### src/rtl/wto_pkg.sv
// ----------------------------------------------------------------------------
// Wavetable oscillator package
// Shared widths, codes, state encoding and status types.
// ----------------------------------------------------------------------------
`timescale 1ns / 1ps

package wto_pkg;

    localparam int OP_W      = 2;
    localparam int ADDR_W    = 8;
    localparam int ENTRY_W   = 17;
    localparam int SAMPLE_W  = 16;
    localparam int SPP_W     = 16;
    localparam int GAIN_W    = 17;
    localparam int CFG_IDX_W = 2;
    localparam int CFG_W     = 17;
    localparam int MUL_CNT_W = 5;

    localparam logic [MUL_CNT_W-1:0] MUL_STEPS = MUL_CNT_W'(GAIN_W);

    localparam logic [SPP_W-1:0]    SPP_RESET  = 16'd100;
    localparam logic [GAIN_W-1:0]   GAIN_RESET = 17'd19661;
    localparam logic [SAMPLE_W-1:0] SAMPLE_POS_MAX = 16'h7FFF;
    localparam logic [SAMPLE_W-1:0] SAMPLE_NEG_MAX = 16'h8000;

    localparam logic [CFG_IDX_W-1:0] CFG_SPP  = 2'd0;
    localparam logic [CFG_IDX_W-1:0] CFG_GAIN = 2'd1;

    localparam logic [OP_W-1:0] OP_WRITE   = 2'd0;
    localparam logic [OP_W-1:0] OP_TICK    = 2'd1;
    localparam logic [OP_W-1:0] OP_RESTART = 2'd2;

    typedef enum logic [1:0] {
        ST_IDLE,
        ST_DIV,
        ST_READ,
        ST_MUL
    } state_t;

    typedef struct packed {
        logic busy;
        logic done;
    } unit_status_t;

endpackage

### src/rtl/wto_ram.sv
// ----------------------------------------------------------------------------
// Generic single-port-write, single-port-read RAM
// One write and one registered read per cycle.
// ----------------------------------------------------------------------------
`timescale 1ns / 1ps

module wto_ram #(
    parameter int WIDTH = 17,
    parameter int DEPTH = 256
) (
    input  logic                     aclk,
    input  logic                     we,
    input  logic [$clog2(DEPTH)-1:0] waddr,
    input  logic [WIDTH-1:0]         wdata,
    input  logic                     re,
    input  logic [$clog2(DEPTH)-1:0] raddr,
    output logic [WIDTH-1:0]         rdata
);

    logic [WIDTH-1:0] mem [DEPTH];
    logic [WIDTH-1:0] rdata_reg;

    always_ff @(posedge aclk) begin
        if (we) begin
            mem[waddr] <= wdata;
        end
        if (re) begin
            rdata_reg <= mem[raddr];
        end
    end

    assign rdata = rdata_reg;

endmodule

### src/rtl/wto_divider.sv
// ----------------------------------------------------------------------------
// Serial table index divider
// Restoring division of position * TABLE_DEPTH by samples per period,
// one quotient bit per cycle.
// ----------------------------------------------------------------------------
`timescale 1ns / 1ps

module wto_divider #(
    parameter int TABLE_DEPTH = 256
) (
    input  logic                               aclk,
    input  logic                               aresetn,
    input  logic                               start,
    input  logic [wto_pkg::SPP_W-1:0]          position,
    input  logic [wto_pkg::SPP_W-1:0]          spp,
    output logic [$clog2(TABLE_DEPTH)-1:0]     quotient,
    output wto_pkg::unit_status_t              status
);

    localparam int IDX_W = $clog2(TABLE_DEPTH);
    localparam int DW    = wto_pkg::SPP_W + IDX_W;
    localparam int CNT_W = $clog2(IDX_W + 1);

    logic [DW-1:0]                   dividend;
    logic [wto_pkg::SPP_W-1:0]       rem_reg, rem_next;
    logic [IDX_W-1:0]                low_reg, low_next, low_shift;
    logic [wto_pkg::SPP_W-1:0]       spp_reg;
    logic [CNT_W-1:0]                cnt_reg, cnt_next;
    logic                            busy_reg, busy_next;
    logic                            done_reg, done_next;
    logic [wto_pkg::SPP_W:0]         trial;
    logic                            qbit;

    assign dividend  = DW'(position) * DW'(TABLE_DEPTH);
    assign trial     = {rem_reg, low_reg[IDX_W-1]};
    assign qbit      = (trial >= {1'b0, spp_reg});
    assign low_shift = low_reg << 1;

    always_comb begin
        rem_next  = rem_reg;
        low_next  = low_reg;
        cnt_next  = cnt_reg;
        busy_next = busy_reg;
        done_next = done_reg;
        if (start) begin
            rem_next  = dividend[DW-1:IDX_W];
            low_next  = dividend[IDX_W-1:0];
            cnt_next  = CNT_W'(IDX_W);
            busy_next = 1'b1;
            done_next = 1'b0;
        end else if (busy_reg) begin
            rem_next = qbit ? wto_pkg::SPP_W'(trial - {1'b0, spp_reg})
                            : trial[wto_pkg::SPP_W-1:0];
            low_next = low_shift | IDX_W'(qbit);
            cnt_next = cnt_reg - 1'b1;
            if (cnt_reg == CNT_W'(1)) begin
                busy_next = 1'b0;
                done_next = 1'b1;
            end
        end
    end

    always_ff @(posedge aclk) begin
        if (!aresetn) begin
            busy_reg <= 1'b0;
            done_reg <= 1'b0;
            cnt_reg  <= '0;
        end else begin
            busy_reg <= busy_next;
            done_reg <= done_next;
            cnt_reg  <= cnt_next;
        end
    end

    always_ff @(posedge aclk) begin
        rem_reg <= rem_next;
        low_reg <= low_next;
        if (start) begin
            spp_reg <= spp;
        end
    end

    assign quotient    = low_reg;
    assign status.busy = busy_reg;
    assign status.done = done_reg;

endmodule

### src/rtl/wto_scaler.sv
// ----------------------------------------------------------------------------
// Serial gain scaler
// Shift-add multiply of the entry magnitude by the gain, one gain bit per
// cycle, then shift right 16 and saturate to a signed 16-bit sample.
// ----------------------------------------------------------------------------
`timescale 1ns / 1ps

module wto_scaler (
    input  logic                              aclk,
    input  logic                              aresetn,
    input  logic                              start,
    input  logic signed [wto_pkg::ENTRY_W-1:0] entry,
    input  logic [wto_pkg::GAIN_W-1:0]        gain,
    output logic [wto_pkg::SAMPLE_W-1:0]      sample,
    output wto_pkg::unit_status_t             status
);

    localparam int EW = wto_pkg::ENTRY_W;
    localparam int GW = wto_pkg::GAIN_W;

    logic [EW-1:0]                 mag_reg;
    logic                          neg_reg;
    logic [GW-1:0]                 g_reg;
    logic [EW-1:0]                 hi_reg, hi_next;
    logic [GW-1:0]                 lo_reg, lo_next;
    logic [wto_pkg::MUL_CNT_W-1:0] cnt_reg, cnt_next;
    logic                          busy_reg, busy_next;
    logic                          done_reg, done_next;
    logic [EW:0]                   psum;
    logic [EW:0]                   prod;

    assign psum = {1'b0, hi_reg} + (g_reg[0] ? {1'b0, mag_reg} : '0);

    always_comb begin
        hi_next   = hi_reg;
        lo_next   = lo_reg;
        cnt_next  = cnt_reg;
        busy_next = busy_reg;
        done_next = done_reg;
        if (start) begin
            hi_next   = '0;
            lo_next   = '0;
            cnt_next  = wto_pkg::MUL_STEPS;
            busy_next = 1'b1;
            done_next = 1'b0;
        end else if (busy_reg) begin
            hi_next  = psum[EW:1];
            lo_next  = {psum[0], lo_reg[GW-1:1]};
            cnt_next = cnt_reg - 1'b1;
            if (cnt_reg == wto_pkg::MUL_CNT_W'(1)) begin
                busy_next = 1'b0;
                done_next = 1'b1;
            end
        end
    end

    always_ff @(posedge aclk) begin
        if (!aresetn) begin
            busy_reg <= 1'b0;
            done_reg <= 1'b0;
            cnt_reg  <= '0;
        end else begin
            busy_reg <= busy_next;
            done_reg <= done_next;
            cnt_reg  <= cnt_next;
        end
    end

    always_ff @(posedge aclk) begin
        hi_reg <= hi_next;
        lo_reg <= lo_next;
        if (start) begin
            neg_reg <= entry[EW-1];
            mag_reg <= entry[EW-1] ? EW'(-entry) : EW'(entry);
            g_reg   <= gain;
        end else if (busy_reg) begin
            g_reg <= g_reg >> 1;
        end
    end

    // Product bits 33:16
    assign prod = {hi_reg, lo_reg[GW-1]};

    always_comb begin
        if (neg_reg) begin
            if (prod >= (EW+1)'(wto_pkg::SAMPLE_NEG_MAX)) begin
                sample = wto_pkg::SAMPLE_NEG_MAX;
            end else begin
                sample = wto_pkg::SAMPLE_W'(-prod[wto_pkg::SAMPLE_W-1:0]);
            end
        end else begin
            if (prod > (EW+1)'(wto_pkg::SAMPLE_POS_MAX)) begin
                sample = wto_pkg::SAMPLE_POS_MAX;
            end else begin
                sample = prod[wto_pkg::SAMPLE_W-1:0];
            end
        end
    end

    assign status.busy = busy_reg;
    assign status.done = done_reg;

endmodule

### src/rtl/wavetable_oscillator.sv
// ----------------------------------------------------------------------------
// Wavetable oscillator
// A tick is served in order by a serial index divide, a table read and a serial
// multiply, and m_valid rises once the product is registered at the output.
// s_ready is low from an accepted tick until its result is loaded; other ops complete while idle.
// A result held at the output stalls the next tick and keeps s_ready low.
// Synchronous active-low reset clears position and control and sets period and gain to defaults, not the table.
// ----------------------------------------------------------------------------
`timescale 1ns / 1ps

module wavetable_oscillator #(
    parameter int TABLE_DEPTH = 256
) (
    input  logic                                 aclk,
    input  logic                                 aresetn,
    input  logic                                 s_valid,
    output logic                                 s_ready,
    input  logic [wto_pkg::OP_W-1:0]             s_op,
    input  logic [wto_pkg::ADDR_W-1:0]           s_entry_index,
    input  logic signed [wto_pkg::ENTRY_W-1:0]   s_entry_value,
    output logic                                 m_valid,
    input  logic                                 m_ready,
    output logic signed [wto_pkg::SAMPLE_W-1:0]  m_sample,
    input  logic                                 cfg_valid,
    output logic                                 cfg_ready,
    input  logic [wto_pkg::CFG_IDX_W-1:0]        cfg_index,
    input  logic [wto_pkg::CFG_W-1:0]            cfg_data
);

    localparam int IDX_W = $clog2(TABLE_DEPTH);
    localparam int SW    = wto_pkg::SPP_W;

    wto_pkg::state_t          state_reg, state_next;
    logic [SW-1:0]            spp_reg;
    logic [wto_pkg::GAIN_W-1:0] gain_reg;
    logic [SW-1:0]            position_reg, position_next;
    logic                     m_valid_reg, m_valid_next;
    logic [wto_pkg::SAMPLE_W-1:0] m_sample_reg;

    logic                     s_fire;
    logic                     tick_fire;
    logic                     write_fire;
    logic [SW-1:0]            spp_eff;
    logic [SW-1:0]            pos_eff;
    logic [SW:0]              pos_inc;
    logic                     out_free;

    logic                     div_start;
    logic                     ram_re;
    logic                     mul_start;
    logic                     out_load;

    logic [IDX_W-1:0]         quotient;
    wto_pkg::unit_status_t    div_status;
    wto_pkg::unit_status_t    mul_status;
    logic [wto_pkg::ENTRY_W-1:0] ram_rdata;
    logic [wto_pkg::SAMPLE_W-1:0] mul_sample;

    assign s_fire     = s_valid && s_ready;
    assign tick_fire  = s_fire && (s_op == wto_pkg::OP_TICK);
    assign write_fire = s_fire && (s_op == wto_pkg::OP_WRITE)
                        && (32'(s_entry_index) < TABLE_DEPTH);
    assign out_free   = !m_valid_reg || m_ready;

    assign spp_eff = (spp_reg == '0) ? SW'(1) : spp_reg;
    assign pos_eff = (position_reg >= spp_eff) ? '0 : position_reg;
    assign pos_inc = {1'b0, pos_eff} + 1'b1;

    always_comb begin
        state_next = state_reg;
        case (state_reg)
            wto_pkg::ST_IDLE: begin
                if (tick_fire) begin
                    state_next = wto_pkg::ST_DIV;
                end
            end
            wto_pkg::ST_DIV: begin
                if (div_status.done) begin
                    state_next = wto_pkg::ST_READ;
                end
            end
            wto_pkg::ST_READ: begin
                state_next = wto_pkg::ST_MUL;
            end
            wto_pkg::ST_MUL: begin
                if (mul_status.done && out_free) begin
                    state_next = wto_pkg::ST_IDLE;
                end
            end
            default: begin
                state_next = wto_pkg::ST_IDLE;
            end
        endcase
    end

    always_comb begin
        s_ready   = 1'b0;
        div_start = 1'b0;
        ram_re    = 1'b0;
        mul_start = 1'b0;
        out_load  = 1'b0;
        case (state_reg)
            wto_pkg::ST_IDLE: begin
                s_ready   = 1'b1;
                div_start = tick_fire;
            end
            wto_pkg::ST_DIV: begin
                ram_re = div_status.done;
            end
            wto_pkg::ST_READ: begin
                mul_start = 1'b1;
            end
            wto_pkg::ST_MUL: begin
                out_load = mul_status.done && out_free;
            end
            default: begin
                s_ready = 1'b0;
            end
        endcase
    end

    always_comb begin
        position_next = position_reg;
        if (s_fire) begin
            case (s_op)
                wto_pkg::OP_TICK: begin
                    position_next = (pos_inc >= {1'b0, spp_eff}) ? '0 : pos_inc[SW-1:0];
                end
                wto_pkg::OP_RESTART: begin
                    position_next = '0;
                end
                default: begin
                    position_next = position_reg;
                end
            endcase
        end
    end

    always_comb begin
        m_valid_next = m_valid_reg;
        if (out_load) begin
            m_valid_next = 1'b1;
        end else if (m_ready) begin
            m_valid_next = 1'b0;
        end
    end

    always_ff @(posedge aclk) begin
        if (!aresetn) begin
            state_reg    <= wto_pkg::ST_IDLE;
            spp_reg      <= wto_pkg::SPP_RESET;
            gain_reg     <= wto_pkg::GAIN_RESET;
            position_reg <= '0;
            m_valid_reg  <= 1'b0;
        end else begin
            state_reg    <= state_next;
            position_reg <= position_next;
            m_valid_reg  <= m_valid_next;
            if (cfg_valid && cfg_ready) begin
                case (cfg_index)
                    wto_pkg::CFG_SPP:  spp_reg  <= cfg_data[SW-1:0];
                    wto_pkg::CFG_GAIN: gain_reg <= cfg_data[wto_pkg::GAIN_W-1:0];
                    default: begin
                        spp_reg <= spp_reg;
                    end
                endcase
            end
        end
    end

    always_ff @(posedge aclk) begin
        if (out_load) begin
            m_sample_reg <= mul_sample;
        end
    end

    wto_ram #(
        .WIDTH (wto_pkg::ENTRY_W),
        .DEPTH (TABLE_DEPTH)
    ) u_table (
        .aclk  (aclk),
        .we    (write_fire),
        .waddr (IDX_W'(s_entry_index)),
        .wdata (s_entry_value),
        .re    (ram_re),
        .raddr (quotient),
        .rdata (ram_rdata)
    );

    wto_divider #(
        .TABLE_DEPTH (TABLE_DEPTH)
    ) u_divider (
        .aclk     (aclk),
        .aresetn  (aresetn),
        .start    (div_start),
        .position (pos_eff),
        .spp      (spp_eff),
        .quotient (quotient),
        .status   (div_status)
    );

    wto_scaler u_scaler (
        .aclk    (aclk),
        .aresetn (aresetn),
        .start   (mul_start),
        .entry   (ram_rdata),
        .gain    (gain_reg),
        .sample  (mul_sample),
        .status  (mul_status)
    );

    assign cfg_ready = 1'b1;
    assign m_valid   = m_valid_reg;
    assign m_sample  = m_sample_reg;

endmodule

### config.mk
export PLATFORM = sky130hd
export DESIGN_NAME = wavetable_oscillator
export DESIGN_NICKNAME = d
export VERILOG_FILES = /design/src/rtl/wto_pkg.sv /design/src/rtl/wto_ram.sv /design/src/rtl/wto_divider.sv /design/src/rtl/wto_scaler.sv /design/src/rtl/wavetable_oscillator.sv
export SDC_FILE = /design/constraint.sdc
export NUM_CORES = 2
export LEC_CHECK = 0
export ABC_AREA = 1
export BUFFER_PORTS_ARGS = -buffer_cell sky130_fd_sc_hd__buf_2
export CORE_UTILIZATION = 35
export DETAILED_ROUTE_END_ITERATION = 12
export MAX_ROUTING_LAYER = met4
export PLACE_DENSITY = 0.6
export SLEW_MARGIN = 0
export SYNTH_ARGS = -nofsm -noshare
export SYNTH_HDL_FRONTEND = slang
export SYNTH_MEMORY_MAX_BITS = 65536
export SYNTH_SLANG_ARGS = --single-unit
### constraint.sdc
create_clock -name aclk -period 4.2 [get_ports aclk]
set_clock_uncertainty 0.15 [all_clocks]
set_input_delay 0 -clock aclk [delete_from_list [all_inputs] [get_ports aclk]]
set_output_delay 0 -clock aclk [all_outputs]
set_load 0.02 [all_outputs]
==> metrics.cfg <==
[run_status]
outcome=finished with violations
failed_checks=setup timing

[critical_path]
r2r.worst_path.cells=30
worstSetupPathType=reg2reg
cp-end-kind=flip-flop
rr_startpoint=spp_reg[7]
most_common_cell_type_on_the_critical_path=sky130_fd_sc_hd__nand2_1
slowest_delay_ns=0.33
slowest_cp_cell=sky130_fd_sc_hd__dfxtp_2
rr_endpoint=position_reg[10]
setup.worst_path.start_class=flip-flop
worst-endpoint-arrival_ns=5.14
worstPathMaxFanout=6
startpoint=spp_reg[7]
timing.critical_path.max_delay_family=simple AND/OR/NAND/NOR gates
worst-path-buf-inv=3
reg2reg_slack_ns=-0.13
worstPathRequired_ns=5.01

[synth]
syn_area_mm2=0.183
netlist-cell-type-count=50
synth-main-ff-cell=sky130_fd_sc_hd__edfxtp_1
synth_register_bits=4543
seq_area_frac_synth_pct=74.2
post_synth_inst_count=14628
yosys.cell_count.top_type=sky130_fd_sc_hd__edfxtp_1
synth_enable_flop_cells=4452
yosysWarnings=0
post_synth_top_area_share_pct=73.2
syn_avg_cell_area_um2=12.5
async_reset_ff_share_pct=0
synth_commonest_cells=4452 x sky130_fd_sc_hd__edfxtp_1, 2578 x sky130_fd_sc_hd__nor2_1, 1532 x sky130_fd_sc_hd__o21ai_0
syn_nets=14760
synth_top_cell_by_area=sky130_fd_sc_hd__edfxtp_1
synth.top_cells.by_area=sky130_fd_sc_hd__edfxtp_1 73%, sky130_fd_sc_hd__nor2_1 5.3%, sky130_fd_sc_hd__o21ai_0 4.2%

[cts]
cts-root-buf=sky130_fd_sc_hd__clkbuf_16
tritoncts=yes
clkLatencyLatePin_ns=1.08
tritoncts_num_sinks=4543
cts_max_level=5
numCtsBuffers=452
clock_path_buffers=4
clk_pin_slew_worst_setup_hold_paths_ns=0.06

[sta]
highest_clock_rate_ghz=0.231
setup_viol_count_final=15
rsz_0062_raised_after_global_routing=yes
final-max-slew-violation-count=0
worst_pin_slew_ns=1.14
hold_violations=0
period_share_pct=103
worst_slack_ns=-0.130
maxSlewHeadroom_pct=24.1
final.min_clock_period_ns=4.33

[layout]
nNetsFinal=15232
area_growth_synth_to_finish_pct=15.9
max_reg_flops=4352
postLayoutCoreUtil_pct=40.9
fillCellCount=47917
drive_above_1_share_pct=10.8
regMostFlops=u_table.mem

[routing]
routed-via-count=121924
highest_layer=met4
wl_um=547000
remaining_drc_errors=0
drt-pass1-iter-count=8
routed_wire_length_per_instance_um=24.4
met2_wirelength_from_detailed_routing_um=249000
met3WireLength_um=47800
antenna_violating_nets_post_route=0
post_drt_via_cell_ratio=5.44
wl_met1_um=228000
dr.first_iter.drc_count=15062

[pwr]
totalPowerFinal_mw=126
power.leakage_nw=70.3
peakVddDrop_mv=0.445
power_density_relative_to_cell_area_mw_per_mm2=596

[placement]
port_buffers=68
detailed_place_hpwl_um=313000
finalWeightedCongestion=0.925

[global_route]
total_global_routing_track_utilization_pct=20.7
grt_max_degree=170
grt_overflow_total=0
grt_antenna_before_repair=32
first_pass_grt_wire_length_um=790000
first_global_vias=113649

[floorplan]
initial_utilization_pct=35.2
die-height_um=724
dieArea_mm2=0.525
die-width_um=724
design.portCount=70
core.rowCount=264
core-area_mm2=0.518

[worst_hold_path]
holdPathStages=2
min-delay-path-class=in2reg
worstHoldEndpoint=u_table.mem[206][15]
holdCritStartpoint=s_entry_value[15]

[run]
drv.max_cap_violation_count=0

==> cell families after synthesis <==
family                   count (synthesis)  synth area share, %
AO/OA/AOI/OAI                         3529                 10.5
buffers and inverters                 1260                 3.05
flip-flops                            4543                 74.2
XOR/XNOR                                51                0.245
other                                    1              0.00205
adder cells (fa/ha/maj)                 81                0.563
AND/OR/NAND/NOR                       5163                 11.5
==> worst reg2reg max path: cells and delay by family, from the launching register on <==
family / cells / cell delay [ns]
simple gates: 20 / 2.08
xor+xnor: 1 / 0.16
compound gates: 3 / 0.50
fa+ha+maj: 3 / 0.71
flops: 1 / 0.33
buf+inv: 3 / 0.27
==> cell type report <==
cell class                 count  area [um^2]  share of cell area [%]
multi-input combinational   8825        42000                    19.8
clock buffer                 545        11800                    5.56
antenna                       27         67.6                  0.0319
sequential                  4543       136000                    64.0
tap                         6916         8650                    4.09
timing repair buffer        1057        10200                    4.81
inverter                     221          883                   0.417
clock inverter               287         2630                    1.24
==> metrics by stage <==
stage | TNS [ns] | hold slack, ns | worst slack [ns] | instances | area [um^2]
6_report | -1.26 | 0.0133 | -0.130 | 22421 | 212000
5_1_grt | -6.36 | 0.0521 | -0.478 | 22412 | 212000
4_1_cts | -3.12 | 0.00357 | -0.244 | 22384 | 211000
3_5_place_dp | -8.47 | 0.0828 | -0.588 | 21398 | 195000
3_3_place_gp | -9.57 | 0.0841 | -0.652 | 21398 | 195000
2_1_floorplan | 0 | -0.0511 | 0.00361 | 14628 | 183000
==> report_power, final <==
part | total, mW | switching, mW | internal, mW | leakage, nW
Combinational | 35.7 | 25.1 | 10.6 | 22.5
Sequential | 50.6 | 0.374 | 50.3 | 40.8
Clock | 39.8 | 17.5 | 22.3 | 7.04
Total | 126 | 43.0 | 83.1 | 70.3
==> worst max path at each step <==
stage | to | slack (ns) | cells past startpoint
after floorplan | position_reg[10] | 0.004 | 31
after detailed placement | position_reg[7] | -0.59 | 27
after global routing | position_reg[13] | -0.48 | 32
after CTS | position_reg[12] | -0.24 | 30
final | position_reg[10] | -0.13 | 30
after global placement | position_reg[8] | -0.65 | 27
==> layer usage <==
metal	vias up	track usage, %
met3	972	3.42
met4	0	7.71
li1	54756	-
met1	60689	28.1
met2	5507	31.3
met5	-	-
==> layout by cell type, fill, tap and decap left out, types with 138 or more instances in the layout <==
| cell type | count |
|---|---|
| sky130_fd_sc_hd__buf_12 | 144 |
| sky130_fd_sc_hd__buf_4 | 699 |
| sky130_fd_sc_hd__clkbuf_16 | 456 |
| sky130_fd_sc_hd__dlygate4sd3_1 | 138 |
| sky130_fd_sc_hd__edfxtp_1 | 4452 |
| sky130_fd_sc_hd__inv_1 | 208 |
| sky130_fd_sc_hd__nand2_1 | 1402 |
| sky130_fd_sc_hd__nand3_1 | 1074 |
| sky130_fd_sc_hd__nor2_1 | 2524 |
| sky130_fd_sc_hd__o21ai_0 | 1530 |
| sky130_fd_sc_hd__o21ai_1 | 743 |
| sky130_fd_sc_hd__o22ai_1 | 1093 |
==> repair_timing <==
action	in CTS	in global routing
pin swaps	35	41
setup endpoints to repair	16	16
setup buffers	12	10
gates resized for setup	41	42
gates cloned	1	0
hold buffers	143	0
endpoints found under the hold margin	5756	0
Power figures use the tool's default switching activity.
